[src/hdl/gcds_pkg.sv]
// Package with the widths, codes and reset values of the greedy coin dispense sequencer.
package gcds_pkg;

  localparam int NUM_PUSHERS = 4;
  localparam int SEQ_DEPTH   = 16;

  localparam int COIN_TYPES  = 4;
  localparam int TYPE_W      = 2;
  localparam int TCNT_W      = 3;
  localparam int MAX_TYPES   = (NUM_PUSHERS < COIN_TYPES) ? NUM_PUSHERS : COIN_TYPES;

  localparam int AMT_W       = 15;
  localparam int STEP_W      = $clog2(AMT_W);
  localparam int CNT_W       = $clog2(SEQ_DEPTH);
  localparam int LEN_W       = $clog2(SEQ_DEPTH) + 1;

  localparam int IN_W        = 16;
  localparam int OUT_W       = 8;
  localparam int CFG_ADDR_W  = 3;
  localparam int CFG_DATA_W  = 15;

  localparam logic [AMT_W-1:0]  COIN_0_RST = AMT_W'(200);
  localparam logic [AMT_W-1:0]  COIN_1_RST = AMT_W'(100);
  localparam logic [AMT_W-1:0]  COIN_2_RST = AMT_W'(50);
  localparam logic [AMT_W-1:0]  COIN_3_RST = AMT_W'(20);
  localparam logic [TCNT_W-1:0] NTYPES_RST = TCNT_W'(4);

  typedef enum logic [CFG_ADDR_W-1:0] {
    CFG_COIN_0 = 3'd0,
    CFG_COIN_1 = 3'd1,
    CFG_COIN_2 = 3'd2,
    CFG_COIN_3 = 3'd3,
    CFG_NTYPES = 3'd4
  } cfg_idx_t;

  typedef enum logic [1:0] {
    ST_IDLE,
    ST_SETUP,
    ST_DIV,
    ST_CHECK
  } state_t;

endpackage

[src/hdl/greedy_coin_dispense_sequencer.sv]
// Top level of the greedy coin dispense sequencer: planner, bit-serial divider and push walker.
// Every accepted transaction yields exactly one result transaction. While a plan is active the
// result is registered in the cycle after acceptance. While idle the amount is split over the coin
// types in register order by a restoring divider that retires one quotient bit per cycle; each
// non-zero coin type visited passes through setup, 15 divide steps and a length check, a zero
// one through setup alone; the split stops once nothing is left, every coin type in use is
// visited or the plan grows too long. A new transaction is taken only while no plan is being
// built and the output register is empty or is emptied in the same cycle.
module greedy_coin_dispense_sequencer (
  input  logic                             clk,
  input  logic                             rst_n,
  input  logic                             in_tvalid,
  output logic                             in_tready,
  input  logic [gcds_pkg::IN_W-1:0]        in_tdata,   // amount[14:0], pusher_done[15]
  output logic                             out_tvalid,
  input  logic                             out_tready,
  output logic [gcds_pkg::OUT_W-1:0]       out_tdata,  // push_valid[0], push_index[2:1],
                                                       // ready_res[3], zero[7:4]
  input  logic                             cfg_we,
  input  logic [gcds_pkg::CFG_ADDR_W-1:0]  cfg_addr,
  input  logic [gcds_pkg::CFG_DATA_W-1:0]  cfg_wdata
);

  gcds_pkg::state_t state_r, state_nxt;

  logic [gcds_pkg::AMT_W-1:0]  coin_r   [gcds_pkg::COIN_TYPES];
  logic [gcds_pkg::AMT_W-1:0]  coin_nxt [gcds_pkg::COIN_TYPES];
  logic [gcds_pkg::TCNT_W-1:0] ntypes_r, ntypes_nxt;

  logic [gcds_pkg::AMT_W-1:0]  rem_r, rem_nxt;
  logic [gcds_pkg::AMT_W-1:0]  dvd_r, dvd_nxt;
  logic [gcds_pkg::AMT_W-1:0]  part_r, part_nxt;
  logic [gcds_pkg::AMT_W-1:0]  div_r, div_nxt;
  logic [gcds_pkg::STEP_W-1:0] step_r, step_nxt;
  logic [gcds_pkg::TCNT_W-1:0] t_r, t_nxt;
  logic [gcds_pkg::LEN_W-1:0]  len_r, len_nxt;

  logic [gcds_pkg::CNT_W-1:0]  cnt_r   [gcds_pkg::COIN_TYPES];
  logic [gcds_pkg::CNT_W-1:0]  cnt_nxt [gcds_pkg::COIN_TYPES];
  logic                        busy_r, busy_nxt;
  logic [gcds_pkg::TYPE_W-1:0] cur_r, cur_nxt;
  logic [gcds_pkg::CNT_W-1:0]  left_r, left_nxt;

  logic                        out_tvalid_r, out_tvalid_nxt;
  logic                        out_push_r, out_push_nxt;
  logic [gcds_pkg::TYPE_W-1:0] out_idx_r, out_idx_nxt;
  logic                        out_rdy_r, out_rdy_nxt;

  logic                        in_fire;
  logic [gcds_pkg::AMT_W-1:0]  in_amount;
  logic                        in_done;
  logic [gcds_pkg::TCNT_W-1:0] types;
  logic                        setup_end;
  logic                        coin_zero;
  logic [gcds_pkg::AMT_W:0]    trial;
  logic [gcds_pkg::AMT_W:0]    diff;
  logic                        ge;
  logic [gcds_pkg::AMT_W:0]    sum;
  logic                        chk_fail;
  logic [gcds_pkg::TYPE_W-1:0] first_idx;
  logic                        first_found;
  logic [gcds_pkg::TYPE_W-1:0] next_idx;
  logic                        next_found;

  assign in_amount = in_tdata[gcds_pkg::AMT_W-1:0];
  assign in_done   = in_tdata[gcds_pkg::AMT_W];
  assign in_tready = (state_r == gcds_pkg::ST_IDLE) && (!out_tvalid_r || out_tready);
  assign in_fire   = in_tvalid && in_tready;

  assign out_tvalid = out_tvalid_r;
  assign out_tdata  = {(gcds_pkg::OUT_W - gcds_pkg::TYPE_W - 2)'(0), out_rdy_r, out_idx_r,
                       out_push_r};

  assign types = (ntypes_r > gcds_pkg::TCNT_W'(gcds_pkg::MAX_TYPES)) ?
                 gcds_pkg::TCNT_W'(gcds_pkg::MAX_TYPES) : ntypes_r;

  assign setup_end = (t_r >= types) || (rem_r == '0);
  assign coin_zero = (coin_r[t_r[gcds_pkg::TYPE_W-1:0]] == '0);

  assign trial = {part_r, dvd_r[gcds_pkg::AMT_W-1]};
  assign diff  = trial - {1'b0, div_r};
  assign ge    = (trial >= {1'b0, div_r});

  assign sum      = {1'b0, dvd_r} + (gcds_pkg::AMT_W + 1)'(len_r);
  assign chk_fail = (sum >= (gcds_pkg::AMT_W + 1)'(gcds_pkg::SEQ_DEPTH));

  always_comb begin
    first_idx   = '0;
    first_found = 1'b0;
    next_idx    = '0;
    next_found  = 1'b0;
    for (int i = gcds_pkg::COIN_TYPES - 1; i >= 0; i--) begin
      if (cnt_r[i] != '0) begin
        first_idx   = gcds_pkg::TYPE_W'(i);
        first_found = 1'b1;
      end
      if ((cnt_r[i] != '0) && (gcds_pkg::TYPE_W'(i) > cur_r)) begin
        next_idx   = gcds_pkg::TYPE_W'(i);
        next_found = 1'b1;
      end
    end
  end

  always_comb begin
    state_nxt = state_r;
    case (state_r)
      gcds_pkg::ST_IDLE: begin
        if (in_fire && !busy_r) begin
          state_nxt = gcds_pkg::ST_SETUP;
        end
      end
      gcds_pkg::ST_SETUP: begin
        if (setup_end) begin
          state_nxt = gcds_pkg::ST_IDLE;
        end else if (!coin_zero) begin
          state_nxt = gcds_pkg::ST_DIV;
        end
      end
      gcds_pkg::ST_DIV: begin
        if (step_r == '0) begin
          state_nxt = gcds_pkg::ST_CHECK;
        end
      end
      gcds_pkg::ST_CHECK: begin
        state_nxt = chk_fail ? gcds_pkg::ST_IDLE : gcds_pkg::ST_SETUP;
      end
      default: begin
        state_nxt = gcds_pkg::ST_IDLE;
      end
    endcase
  end

  always_comb begin
    coin_nxt       = coin_r;
    ntypes_nxt     = ntypes_r;
    rem_nxt        = rem_r;
    dvd_nxt        = dvd_r;
    part_nxt       = part_r;
    div_nxt        = div_r;
    step_nxt       = step_r;
    t_nxt          = t_r;
    len_nxt        = len_r;
    cnt_nxt        = cnt_r;
    busy_nxt       = busy_r;
    cur_nxt        = cur_r;
    left_nxt       = left_r;
    out_tvalid_nxt = out_tvalid_r && !out_tready;
    out_push_nxt   = out_push_r;
    out_idx_nxt    = out_idx_r;
    out_rdy_nxt    = out_rdy_r;

    if (cfg_we) begin
      case (cfg_addr)
        gcds_pkg::CFG_COIN_0: coin_nxt[0] = cfg_wdata[gcds_pkg::AMT_W-1:0];
        gcds_pkg::CFG_COIN_1: coin_nxt[1] = cfg_wdata[gcds_pkg::AMT_W-1:0];
        gcds_pkg::CFG_COIN_2: coin_nxt[2] = cfg_wdata[gcds_pkg::AMT_W-1:0];
        gcds_pkg::CFG_COIN_3: coin_nxt[3] = cfg_wdata[gcds_pkg::AMT_W-1:0];
        gcds_pkg::CFG_NTYPES: ntypes_nxt  = cfg_wdata[gcds_pkg::TCNT_W-1:0];
        default: begin
        end
      endcase
    end

    case (state_r)
      gcds_pkg::ST_IDLE: begin
        if (in_fire) begin
          if (busy_r) begin
            if (in_done) begin
              if (left_r == gcds_pkg::CNT_W'(1)) begin
                if (next_found) begin
                  cur_nxt  = next_idx;
                  left_nxt = cnt_r[next_idx];
                end else begin
                  busy_nxt = 1'b0;
                end
              end else begin
                left_nxt = left_r - gcds_pkg::CNT_W'(1);
              end
            end
            out_tvalid_nxt = 1'b1;
            out_push_nxt   = 1'b1;
            out_idx_nxt    = cur_r;
            out_rdy_nxt    = !busy_nxt;
          end else begin
            rem_nxt = in_amount;
            t_nxt   = '0;
            len_nxt = '0;
            for (int i = 0; i < gcds_pkg::COIN_TYPES; i++) begin
              cnt_nxt[i] = '0;
            end
          end
        end
      end
      gcds_pkg::ST_SETUP: begin
        if (setup_end) begin
          out_tvalid_nxt = 1'b1;
          if ((rem_r == '0) && (len_r != '0) && first_found) begin
            busy_nxt     = 1'b1;
            cur_nxt      = first_idx;
            left_nxt     = cnt_r[first_idx];
            out_push_nxt = 1'b1;
            out_idx_nxt  = first_idx;
            out_rdy_nxt  = 1'b0;
          end else begin
            out_push_nxt = 1'b0;
            out_idx_nxt  = '0;
            out_rdy_nxt  = 1'b1;
          end
        end else if (coin_zero) begin
          t_nxt = t_r + gcds_pkg::TCNT_W'(1);
        end else begin
          div_nxt  = coin_r[t_r[gcds_pkg::TYPE_W-1:0]];
          dvd_nxt  = rem_r;
          part_nxt = '0;
          step_nxt = gcds_pkg::STEP_W'(gcds_pkg::AMT_W - 1);
        end
      end
      gcds_pkg::ST_DIV: begin
        part_nxt = ge ? diff[gcds_pkg::AMT_W-1:0] : trial[gcds_pkg::AMT_W-1:0];
        dvd_nxt  = {dvd_r[gcds_pkg::AMT_W-2:0], ge};
        step_nxt = step_r - gcds_pkg::STEP_W'(1);
      end
      gcds_pkg::ST_CHECK: begin
        if (chk_fail) begin
          out_tvalid_nxt = 1'b1;
          out_push_nxt   = 1'b0;
          out_idx_nxt    = '0;
          out_rdy_nxt    = 1'b1;
        end else begin
          cnt_nxt[t_r[gcds_pkg::TYPE_W-1:0]] = dvd_r[gcds_pkg::CNT_W-1:0];
          len_nxt = sum[gcds_pkg::LEN_W-1:0];
          rem_nxt = part_r;
          t_nxt   = t_r + gcds_pkg::TCNT_W'(1);
        end
      end
      default: begin
      end
    endcase
  end

  always_ff @(posedge clk) begin
    if (!rst_n) begin
      state_r      <= gcds_pkg::ST_IDLE;
      coin_r[0]    <= gcds_pkg::COIN_0_RST;
      coin_r[1]    <= gcds_pkg::COIN_1_RST;
      coin_r[2]    <= gcds_pkg::COIN_2_RST;
      coin_r[3]    <= gcds_pkg::COIN_3_RST;
      ntypes_r     <= gcds_pkg::NTYPES_RST;
      len_r        <= '0;
      for (int i = 0; i < gcds_pkg::COIN_TYPES; i++) begin
        cnt_r[i] <= '0;
      end
      busy_r       <= 1'b0;
      cur_r        <= '0;
      left_r       <= '0;
      out_tvalid_r <= 1'b0;
    end else begin
      state_r      <= state_nxt;
      coin_r       <= coin_nxt;
      ntypes_r     <= ntypes_nxt;
      len_r        <= len_nxt;
      cnt_r        <= cnt_nxt;
      busy_r       <= busy_nxt;
      cur_r        <= cur_nxt;
      left_r       <= left_nxt;
      out_tvalid_r <= out_tvalid_nxt;
    end
  end

  always_ff @(posedge clk) begin
    rem_r      <= rem_nxt;
    dvd_r      <= dvd_nxt;
    part_r     <= part_nxt;
    div_r      <= div_nxt;
    step_r     <= step_nxt;
    t_r        <= t_nxt;
    out_push_r <= out_push_nxt;
    out_idx_r  <= out_idx_nxt;
    out_rdy_r  <= out_rdy_nxt;
  end

  a_busy_has_coins: assert property (@(posedge clk) disable iff (!rst_n)
    busy_r |-> (left_r != '0) && (left_r <= cnt_r[cur_r]))
    else $error("active plan has no coin left for the current pusher");

  a_plan_while_idle: assert property (@(posedge clk) disable iff (!rst_n)
    (state_r != gcds_pkg::ST_IDLE) |-> !busy_r)
    else $error("planning started while a plan is active");

  a_len_bound: assert property (@(posedge clk) disable iff (!rst_n)
    len_r < gcds_pkg::LEN_W'(gcds_pkg::SEQ_DEPTH))
    else $error("plan length reached the sequence depth");

  a_no_push_idle: assert property (@(posedge clk) disable iff (!rst_n)
    (out_tvalid_r && !out_push_r) |-> out_rdy_r)
    else $error("result without a push does not report idle");

  a_busy_push: assert property (@(posedge clk) disable iff (!rst_n)
    (in_fire && busy_r) |=> (out_tvalid_r && out_push_r && (out_idx_r == $past(cur_r))))
    else $error("transaction during an active plan gave no push of the current pusher");

endmodule

[config.mk]
export PLATFORM = sky130hd
export DESIGN_NAME = greedy_coin_dispense_sequencer
export DESIGN_NICKNAME = d
export VERILOG_FILES = /design/src/hdl/gcds_pkg.sv /design/src/hdl/greedy_coin_dispense_sequencer.sv
export SDC_FILE = /design/constraint.sdc
export NUM_CORES = 1
export LEC_CHECK = 0
export BUFFER_PORTS_ARGS = -buffer_cell sky130_fd_sc_hd__buf_2
export CAP_MARGIN = 20
export CORE_MARGIN = 8
export CORE_UTILIZATION = 45
export DETAILED_ROUTE_END_ITERATION = 8
export PLACE_DENSITY = 0.72
export SLEW_MARGIN = 20
export SYNTH_ARGS = -nofsm -noshare
export SYNTH_HDL_FRONTEND = slang
export SYNTH_SLANG_ARGS = --single-unit
[constraint.sdc]
create_clock -name clk -period 9.4 [get_ports clk]
set_input_delay 1.88 -clock clk [delete_from_list [all_inputs] [get_ports clk]]
set_output_delay 1.88 -clock clk [all_outputs]
set_load 0.05 [all_outputs]
* Word-level counts from Yosys, hierarchy flattened
Index checks and enable logic that the tools add are counted. W data, S select, Z words.
Word-level totals: register bits after elaboration 165, output and inout bits 10, input port bits 39, logic and storage cells 229
Operators by class: reduce and logical (&&, ||, !) cells 45, add/sub/neg operators 5, bitwise gates (word level) 5, $lt $le $gt $ge 12, eq/ne operators 25, multiplexer cells 113
Operators by type and width (count):
- $mux W15 | 10
- $pmux W15 S2 | 3
- $mux W4 | 14
- $mux W16 | 3
- $mux W2 | 24
- $mux W1 | 33
- $pmux W16 S2 | 1
- $bmux W15 S2 | 1
- $logic_not A15 Y1 | 2
- $ne A2 B2 Y1 const B | 13
- $mux W3 | 6
- $add A15 B5 Y16 | 1
- $bmux W4 S2 | 2
- $bwmux W16 | 1
- $ge A16 B15 Y1 | 1
- $ge A16 B5 Y1 const B | 1
- $pmux W4 S2 | 2
- $reduce_bool A4 Y1 | 4
- $mux W5 | 3
- $sub A15 B15 Y15 | 1
- $logic_and A1 B1 Y1 | 11
- $pmux W5 S2 | 1
- $reduce_and A2 Y1 | 5
- $ge A3 B3 Y1 const B | 3
- other kinds (38) | 59

* Depth between registers and ports, before layout
Gate-level depths: netlist (run 1).
depth in word-level cells 16, depth in mapped cells 13, depth with buffers taken out 11

* Least setup slack after synthesis (run 1)
Ideal clock, no wire load.
kind input to output, start point input out_tready, end point output in_tready, stages 2, path buffers 0, required time 7.520 ns, path slack 5.029 ns, arrival 2.491 ns, cell sequence nand2b_1 -> and2_1
Between the ends: word-level cells in the longest chain between the ends 2
RTL lines:
- start: declaration | RTL line greedy_coin_dispense_sequencer.sv:16 | input logic out_tready,
- $logic_or A1 B1 Y1 | RTL line greedy_coin_dispense_sequencer.sv:67 | assign in_tready = (state_r == gcds_pkg::ST_IDLE) && (!out_tvalid_r || out_tready);
- $logic_and A1 B1 Y1 | RTL line greedy_coin_dispense_sequencer.sv:67
- end: declaration | RTL line greedy_coin_dispense_sequencer.sv:13 | output logic in_tready,
No other way between the ends.

* Final worst setup path (run 1)
Same ends and word-level chain as after synthesis.

==> metrics.log, run 1 <==
INFO  metric detail-route-antenna-nets = 0
INFO  metric worstSetupStartpointType = input pin
INFO  metric hold_class = reg -> reg
INFO  metric antenna_found_initial = 0
INFO  metric grt_most_used_layer = met2
INFO  metric worst-endpoint-required = roughly 7.5 ns
INFO  metric detailed_place_hpwl = 13,900 microns
INFO  metric worstSetupPathType = in -> out
INFO  metric setup_violations = 0
INFO  metric use_met1 = 21.4%
INFO  metric final_max_slew_viol_count = 0
INFO  metric grt_first_pass_wirelength = 32,600 microns
INFO  metric timing.final.crit_period = 4.47 ns
INFO  metric start_of_the_worst_register_to_register_path = dvd_r[0]
INFO  metric cp.arrival = 2.59 ns
INFO  metric final_hold_viol_count = 0
INFO  metric grt_remaining_overflow = 0
INFO  metric power_density = 270 nW/um^2
INFO  metric drcViolationCount = 0
INFO  metric tritoncts.num_buffers = 17
INFO  metric cts_clock_pin_slew_for_the_worst_setup_and_hold_paths = 0.07 ns
INFO  metric footprint_of_the_multi_input_gates = 4290 sq um
INFO  metric dieWidth = 155 microns
INFO  metric gr-usage-met2 = ~28%
INFO  metric timing.critical_path.cells = buf_2, nand2b_1, and2_1, buf_2
INFO  metric grtUsageMet3 = under 10%
INFO  metric ys_async_sr_fraction = 0%
INFO  metric cell_family_contributing_the_most_delay_on_the_critical_path = simple AND/OR/NAND/NOR gates
INFO  metric final_cells = about 1.2k
INFO  metric layout-drive-gt1-share = 14.7%
INFO  metric yosysWarnings = 0
INFO  metric switchingPower = about 0.00094 W
INFO  metric ys_seq_elements = 165
INFO  metric post_synth_inst_count = 921
INFO  metric power_frac_seq = 38.8%
INFO  metric maximum_number_of_pins_on_one_net_before_global_route_repair = 65
INFO  metric detailed_routing_iterations_pass_1 = 5
INFO  metric io-pin-count = 49
INFO  metric post_drt_via_cell_ratio = around 5.5
INFO  metric floorplan.core_area = 19,300 sq um
INFO  metric cts_tree = built
INFO  metric yosysTopAreaCellShare = 24.4%
INFO  metric clkPwrFrac = 26.7%
INFO  metric p_comb_share = 34.4%
INFO  metric timing.max_slew.rel_slack = 38.8%
INFO  metric critPathMaxFanout = 6
INFO  metric fin_skew = 0.0140 ns
INFO  metric setup.worst_path.end_class = output pin
INFO  metric fill_cells = 1,803
INFO  metric die_h = 155 microns
INFO  metric final.period_utilization = 47.5%
INFO  metric vias = around 6.7k
INFO  metric area_delta_synth_final = 11.3%
INFO  metric sw_frac_of_total = between 30 and 40%
INFO  metric crit_buf_inv = 2
INFO  metric design.die.area = roughly 24,000 sq um
INFO  metric post_cts.resized_instances = 0
INFO  metric setup_total_negative_slack = 0 ns
INFO  metric antennaDiodeCount = 0
INFO  metric port_buffers = 44
INFO  metric reg2reg_setup_slack = about 5.7 ns
INFO  metric p_leak = 3.68 nW
INFO  metric worst_hold_slack = approximately 0.45 ns
INFO  metric htree_levels = 4
INFO  metric detail_route.wirelength = 19,900 microns
INFO  metric cts_hold_buffers = 0
INFO  metric ys_types = 70
INFO  metric synth_top_cell_by_area = edfxtp_1
INFO  metric rsz0062_at_grt = false
INFO  metric synth.yosys.seq_area_share = approximately 46%
INFO  metric finalNetCount = roughly 1.0k
INFO  metric max-clock-path-buffers = 2
INFO  metric synthesis.area = just under 9000 sq um
INFO  metric least_margin_pin_slew = 0.918 ns
INFO  metric place_inst = around 1.2k
INFO  metric synth-edff-count = 71
INFO  metric clk_root_buffer_cell = clkbuf_16
INFO  metric route.detailed.wl_per_inst = 16.3 microns
INFO  metric ir_drop = 0.164 mV
INFO  metric path_common_cell = buf_2
INFO  metric detail_route.iter0.violations = 487
INFO  metric internal_power = between 0.0015 and 0.002 W
INFO  metric post_cts_buffers = 0
INFO  metric cts_sinks = 165
INFO  metric cp-startpoint = out_tready
INFO  metric max_freq = 224 MHz
INFO  metric clk_latency = 0.43 ns
INFO  metric synth.area.top_cells = edfxtp_1 (24%), dfxtp_1 (22%), nand2_1 (7.8%), ha_1 (4.9%), a21oi_1 (4.4%)
INFO  metric critPathMaxStageDelay = 0.21 ns
INFO  metric min-delay-start = len_r[4]
INFO  metric worst_path_slowest_cell = nand2b_1
INFO  metric global_placer_s_final_weighted_congestion = 0.837
INFO  metric max-cap-violations = 0
INFO  metric flip_flop_cell_with_the_highest_count_after_synthesis = dfxtp_1
INFO  metric grt_pass1_vias = 6,454
INFO  metric floorplan.rows = 51
INFO  metric average_instance_area_after_synthesis = 9.49 sq um
INFO  metric layout.area.seq = ~4000 sq um
INFO  metric grtUsageTotal = 16.7%
INFO  metric initial_core_util = 45.4%
INFO  metric run_status = complete, no violations
## cell type report
cell class,instances,share of cell area (%)
flip-flops and latches,165,41.3
clock inverters,12,1.21
clock buffers,20,5.03
well taps,265,3.41
repair buffers,51,2.80
multi-input cells,651,44.1
inverters,57,2.20
## Yosys cell counts (9+ instances only)
cell,number
nor4_1,9
mux2_2,30
nor2_1,48
mux2i_1,25
nand3_1,23
nand2_1,181
edfxtp_1,71
o21ai_0,14
o22ai_1,21
nor3_1,15
nand2b_1,12
a211oi_1,11
dfxtp_1,94
mux4_2,15
a21oi_1,76
xnor2_1,19
clkbuf_1,34
and3_1,9
inv_1,55
ha_1,34
## final timing paths
path / end / depth (start not counted)
max: in_tready / 4
min: len_r[4] / 2
max reg2reg: rem_r[12] / 10
min reg2reg: len_r[4] / 2
## cells by family (layout without fill, tap and decap cells)
logic type / count (synthesis) / after routing / share of synthesized area (%)
compound gates: 186 / 186 / 13.6
flops: 165 / 165 / 45.9
buf+inv: 108 / 140 / 5.22
simple gates: 334 / 334 / 17.2
mux: 70 / 70 / 10.6
other cells: 1 / 4 / 0.0429
xor+xnor: 21 / 21 / 2.10
fa+ha+maj: 36 / 36 / 5.32
## sequential cells by signal, indices dropped and copies added (netlist names), 2 cells and up, named ones only
name,cells
step_r,4
left_r,4
out_idx_r,2
div_r,15
dvd_r,15
len_r,5
cnt_r,16
part_r,15
ntypes_r,3
cur_r,2
rem_r,15
coin_r,60
t_r,3
## cell usage in the layout (no fill, tap or decap), types with 5 or more instances in the layout
cell type and instances:
a31oi_1 8, nor2_1 47, mux2_2 30, a21o_1 6, mux4_2 15, mux2i_1 25
o21a_1 6, clkbuf_16 19, and3_1 9, and2_1 7, nand3_1 23, a221oi_1 5
a21oi_1 76, nor3_1 15, edfxtp_1 71, o21ai_0 14, ha_1 34, a211oi_1 11
nand2b_1 12, nand2_1 181, buf_4 7, nor4_1 9, inv_1 55, xnor2_1 19
o22ai_1 21, nand4_1 5, buf_2 44, nor2b_1 7, inv_6 6, dfxtp_1 94
## per-stage QoR
stage	worst slack, ns	power [W]	utilization [%]	cell area [sq um]
6_report	4.93	0.00263	50.5	9730
5_1_grt	4.91	0.00279	50.5	9730
4_1_cts	4.93	0.00264	50.5	9730
3_5_place_dp	4.93	0.00194	47.3	9120
3_3_place_gp	4.97	0.00192	47.3	9120
2_1_floorplan	5.03	0.00173	-	8750
## worst reg2reg max path: cells and delay by family (launching register included)
family	cells	cell delay, ns
DFF	1	0.49
adders and majority gates	2	0.76
buffers and inverters	1	0.27
AOI/OAI and AO/OA	5	1.13
and+or+nand+nor	2	0.75
## layer usage
layer	vias to the layer above	part of all wire, %
li1	3316	-
met1	3163	45
met2	177	49
met3	16	5.2
met4	0	0.74
met5	-	0
## power by group through the flow
stage	Clock, W	Combinational, W	Sequential (W)
final	0.000703	0.000905	0.00102
after global routing	0.000748	0.00100	0.00104
after CTS	0.000715	0.000908	0.00102
after detailed placement	0	0.000900	0.00104
after global placement	0	0.000884	0.00103
after floorplan	0	0.000714	0.00102
No activity file was read; power rests on OpenSTA's default activity.
==> run 2: changes to the inputs <==
--- a/config.mk
+++ b/config.mk
@@ -10,7 +10,7 @@
 export CORE_MARGIN = 8
 export CORE_UTILIZATION = 45
 export DETAILED_ROUTE_END_ITERATION = 8
-export PLACE_DENSITY = 0.72
+export PLACE_DENSITY = 0.74
 export SLEW_MARGIN = 20
 export SYNTH_ARGS = -nofsm -noshare
 export SYNTH_HDL_FRONTEND = slang
==> constraint.sdc (replaced) <==
create_clock -name clk -period 4.1 [get_ports clk]
set_input_delay 0.82 -clock clk [delete_from_list [all_inputs] [get_ports clk]]
set_output_delay 0.82 -clock clk [all_outputs]
set_load 0.05 [all_outputs]
==> run 2 against run 1 <==
Compared with the run above:
- count of clock-buffer cells in the layout rose by 4
- sequential power is 130% higher
- clock power rose by 130%
- cell area up 0.22%
- final cell count grew 0.33%
- worst setup slack got worse by 4.3 ns
- critical path type is now reg -> reg
- non-clock buffer count is 4 higher
- largest power group unchanged
- routed wire length rose by 1.4%
- critical path depth up 6
- power grew 130%
==> metrics.log, run 2 (synthesis results as in run 1) <==
INFO  metric maximum_number_of_pins_on_one_net_before_global_route_repair = 35 (-46%)
INFO  metric start_of_the_worst_register_to_register_path = dvd_r[0]
INFO  metric timing.critical_path.cells = ha_1, fa_1, a211oi_1, o21bai_1, a311oi_1, a31oi_1, nor3_1, nand4_1, a21oi_1, buf_4
INFO  metric antenna_found_initial = 0 (unchanged)
INFO  metric port_buffers = 44 (unchanged)
INFO  metric worstSetupPathType = reg -> reg
INFO  metric detail_route.iter0.violations = 515 (+5.7%)
INFO  metric fin_skew = 0.0126 ns (-0.00138 ns)
INFO  metric clk_root_buffer_cell = clkbuf_16
INFO  metric power_density = 619 nW/um^2 (+130%)
INFO  metric finalNetCount = 1,022 (+0.39%)
INFO  metric timing.max_slew.rel_slack = 38.1% (-0.68 points)
INFO  metric area_delta_synth_final = 11.5%
INFO  metric p_leak = 3.71 nW (+0.79%)
INFO  metric initial_core_util = 45.4% (unchanged)
INFO  metric post_drt_via_cell_ratio = 5.56 (+1.8%)
INFO  metric largest-register = coin_r
INFO  metric post_cts_buffers = 0 (unchanged)
INFO  metric antennaDiodeCount = 0 (unchanged)
INFO  metric floorplan.rows = 51 (unchanged)
INFO  metric worstSetupStartpointType = flip-flop
INFO  metric grtUsageTotal = 16.9% (+0.15 points)
INFO  metric cp.arrival = 3.62 ns (+1.03 ns)
INFO  metric cts_tree = built
INFO  metric worst_hold_slack = 0.452 ns (-0.000615 ns)
INFO  metric vias = 6,816 (+2.2%)
INFO  metric grt_most_used_layer = met2
INFO  metric floorplan.core_area = 19,300 sq um (unchanged)
INFO  metric min-delay-start = coin_r[12]
INFO  metric grt_pass1_vias = 6,581 (+2.0%)
INFO  metric max-cap-violations = 0 (unchanged)
INFO  metric gr-usage-met2 = 27.1% (-1.4 points)
INFO  metric clk_latency = 0.43 ns (about the same)
INFO  metric detailed_place_hpwl = 14,700 microns (+5.8%)
INFO  metric cts_sinks = 165 (unchanged)
INFO  metric use_met1 = 21.8% (+0.42 points)
INFO  metric io-pin-count = 49 (unchanged)
INFO  metric ir_drop = 0.369 mV (+130%)
INFO  metric detail-route-antenna-nets = 0 (unchanged)
INFO  metric cts_clock_pin_slew_for_the_worst_setup_and_hold_paths = 0.06 ns (about the same)
INFO  metric die_h = 155 microns (unchanged)
INFO  metric run_status = complete, no violations
INFO  metric global_placer_s_final_weighted_congestion = 0.900 (+7.5%)
INFO  metric fill_cells = 1,785 (-1.0%)
INFO  metric route.detailed.wl_per_inst = 16.4 microns (+1.1%)
INFO  metric max-clock-path-buffers = 2 (unchanged)
INFO  metric hold_class = reg -> reg
INFO  metric final.period_utilization = 85.5%
INFO  metric layout_top_registers = coin_r x60, cnt_r x16
INFO  metric timing.final.crit_period = 3.51 ns
INFO  metric critPathMaxStageDelay = 0.48 ns (+0.27 ns)
INFO  metric tritoncts.num_buffers = 17 (unchanged)
INFO  metric detailed_routing_iterations_pass_1 = 5 (unchanged)
INFO  metric setup_total_negative_slack = 0 ns (unchanged)
INFO  metric rsz0062_at_grt = false
INFO  metric design.die.area = 24,100 sq um (unchanged)
INFO  metric setup.worst_path.end_class = flip-flop
INFO  metric cp-startpoint = dvd_r[0]
INFO  metric grt_remaining_overflow = 0 (unchanged)
INFO  metric max_freq = 285 MHz
INFO  metric detail_route.wirelength = 20,100 microns (+1.4%)
INFO  metric critPathMaxFanout = 16 (+10)
INFO  metric dieWidth = 155 microns (unchanged)
INFO  metric drcViolationCount = 0 (unchanged)
INFO  metric layout.area.seq = 4010 sq um (unchanged)
INFO  metric setup_violations = 0 (unchanged)
INFO  metric worst-endpoint-required = 4.21 ns (-3.31 ns)
INFO  metric most-common-layout-cells = nand2_1 (181), dfxtp_1 (94), a21oi_1 (76)
INFO  metric finish.utilization = 50.6% (+0.11 points)
INFO  metric post_cts.resized_instances = 0 (unchanged)
INFO  metric grtUsageMet3 = 4.11% (+0.92 points)
INFO  metric crit_buf_inv = 1 (-1)
INFO  metric largest_reg_flops = 60 (unchanged)
INFO  metric final_common_cell = nand2_1
INFO  metric final_max_slew_viol_count = 0 (unchanged)
INFO  metric htree_levels = 4 (unchanged)
INFO  metric final_hold_viol_count = 0 (unchanged)
INFO  metric least_margin_pin_slew = 0.928 ns (+0.0102 ns)
INFO  metric grt_first_pass_wirelength = 32,800 microns (+0.78%)
INFO  metric footprint_of_the_multi_input_gates = 4290 sq um (about the same)
INFO  metric layout-drive-gt1-share = 14.9% (+0.15 points)
INFO  metric cts_hold_buffers = 0 (unchanged)
INFO  metric cell_family_contributing_the_most_delay_on_the_critical_path = compound AO/OA/AOI/OAI gates
INFO  metric worst_path_slowest_cell = edfxtp_1
-- run 2: cell types whose count changed in the layout (fill, tap and decap cells not counted), moves of 3 or more --
cell,before,now
inv_4,0,3
inv_8,3,0
inv_6,6,1
buf_4,7,11
-- run 2: worst paths after layout --
| kind | endpoint | slack, ns | cells past startpoint |
|---|---|---|---|
| worst max-delay path | rem_r[6] | 0.59 | 10 |
| worst min-delay path | coin_r[12] | 0.45 | 2 |
| worst max register to register | rem_r[6] | 0.59 | 10 |
| worst min register to register | coin_r[12] | 0.45 | 2 |
-- run 2: layout make-up --
cell class                 instances  area share, %
multi-input combinational        651           44.0
sequential                       165           41.2
clock buffer                      24           5.60
tap                              265           3.40
timing repair buffer              55           3.11
inverter                          57           2.19
clock inverter                     8          0.565
-- run 2: layer usage --
metal  vias up  part of all wire (%)  wire length [microns]
li1       3334                     -                      -
met1      3251                    45                   9120
met2       205                    47                   9370
met3        26                   6.5                   1300
met4         0                   1.7                    341
met5         -                     0                      0
-- run 2: tightest hold or removal path, cell delays in order (launching register included) --
cell and delay, ns:
dfxtp_1 0.30, nand2_1 0.05, a21oi_1 0.05
-- run 2: through the flow --
stage / instances / instance area (sq um) / worst slack (ns) / power [W]
after global placement: 1193 / 9150 / 0.720 / 0.00441
after CTS: 1225 / 9750 / 0.661 / 0.00605
after global routing: 1225 / 9750 / 0.376 / 0.00639
after detailed placement: 1193 / 9150 / 0.700 / 0.00445
final: 1225 / 9750 / 0.595 / 0.00604
after floorplan: 924 / 8750 / 0.520 / 0.00397
-- run 2: power breakdown --
| part | switching (W) | total (W) | internal (W) | leakage (nW) |
|---|---|---|---|---|
| logic | 0.00121 | 0.00207 | 0.000863 | 1.98 |
| registers | 0.000250 | 0.00237 | 0.00212 | 1.43 |
| clock network | 0.000654 | 0.00159 | 0.000936 | 0.303 |
| total | 0.00211 | 0.00604 | 0.00392 | 3.71 |
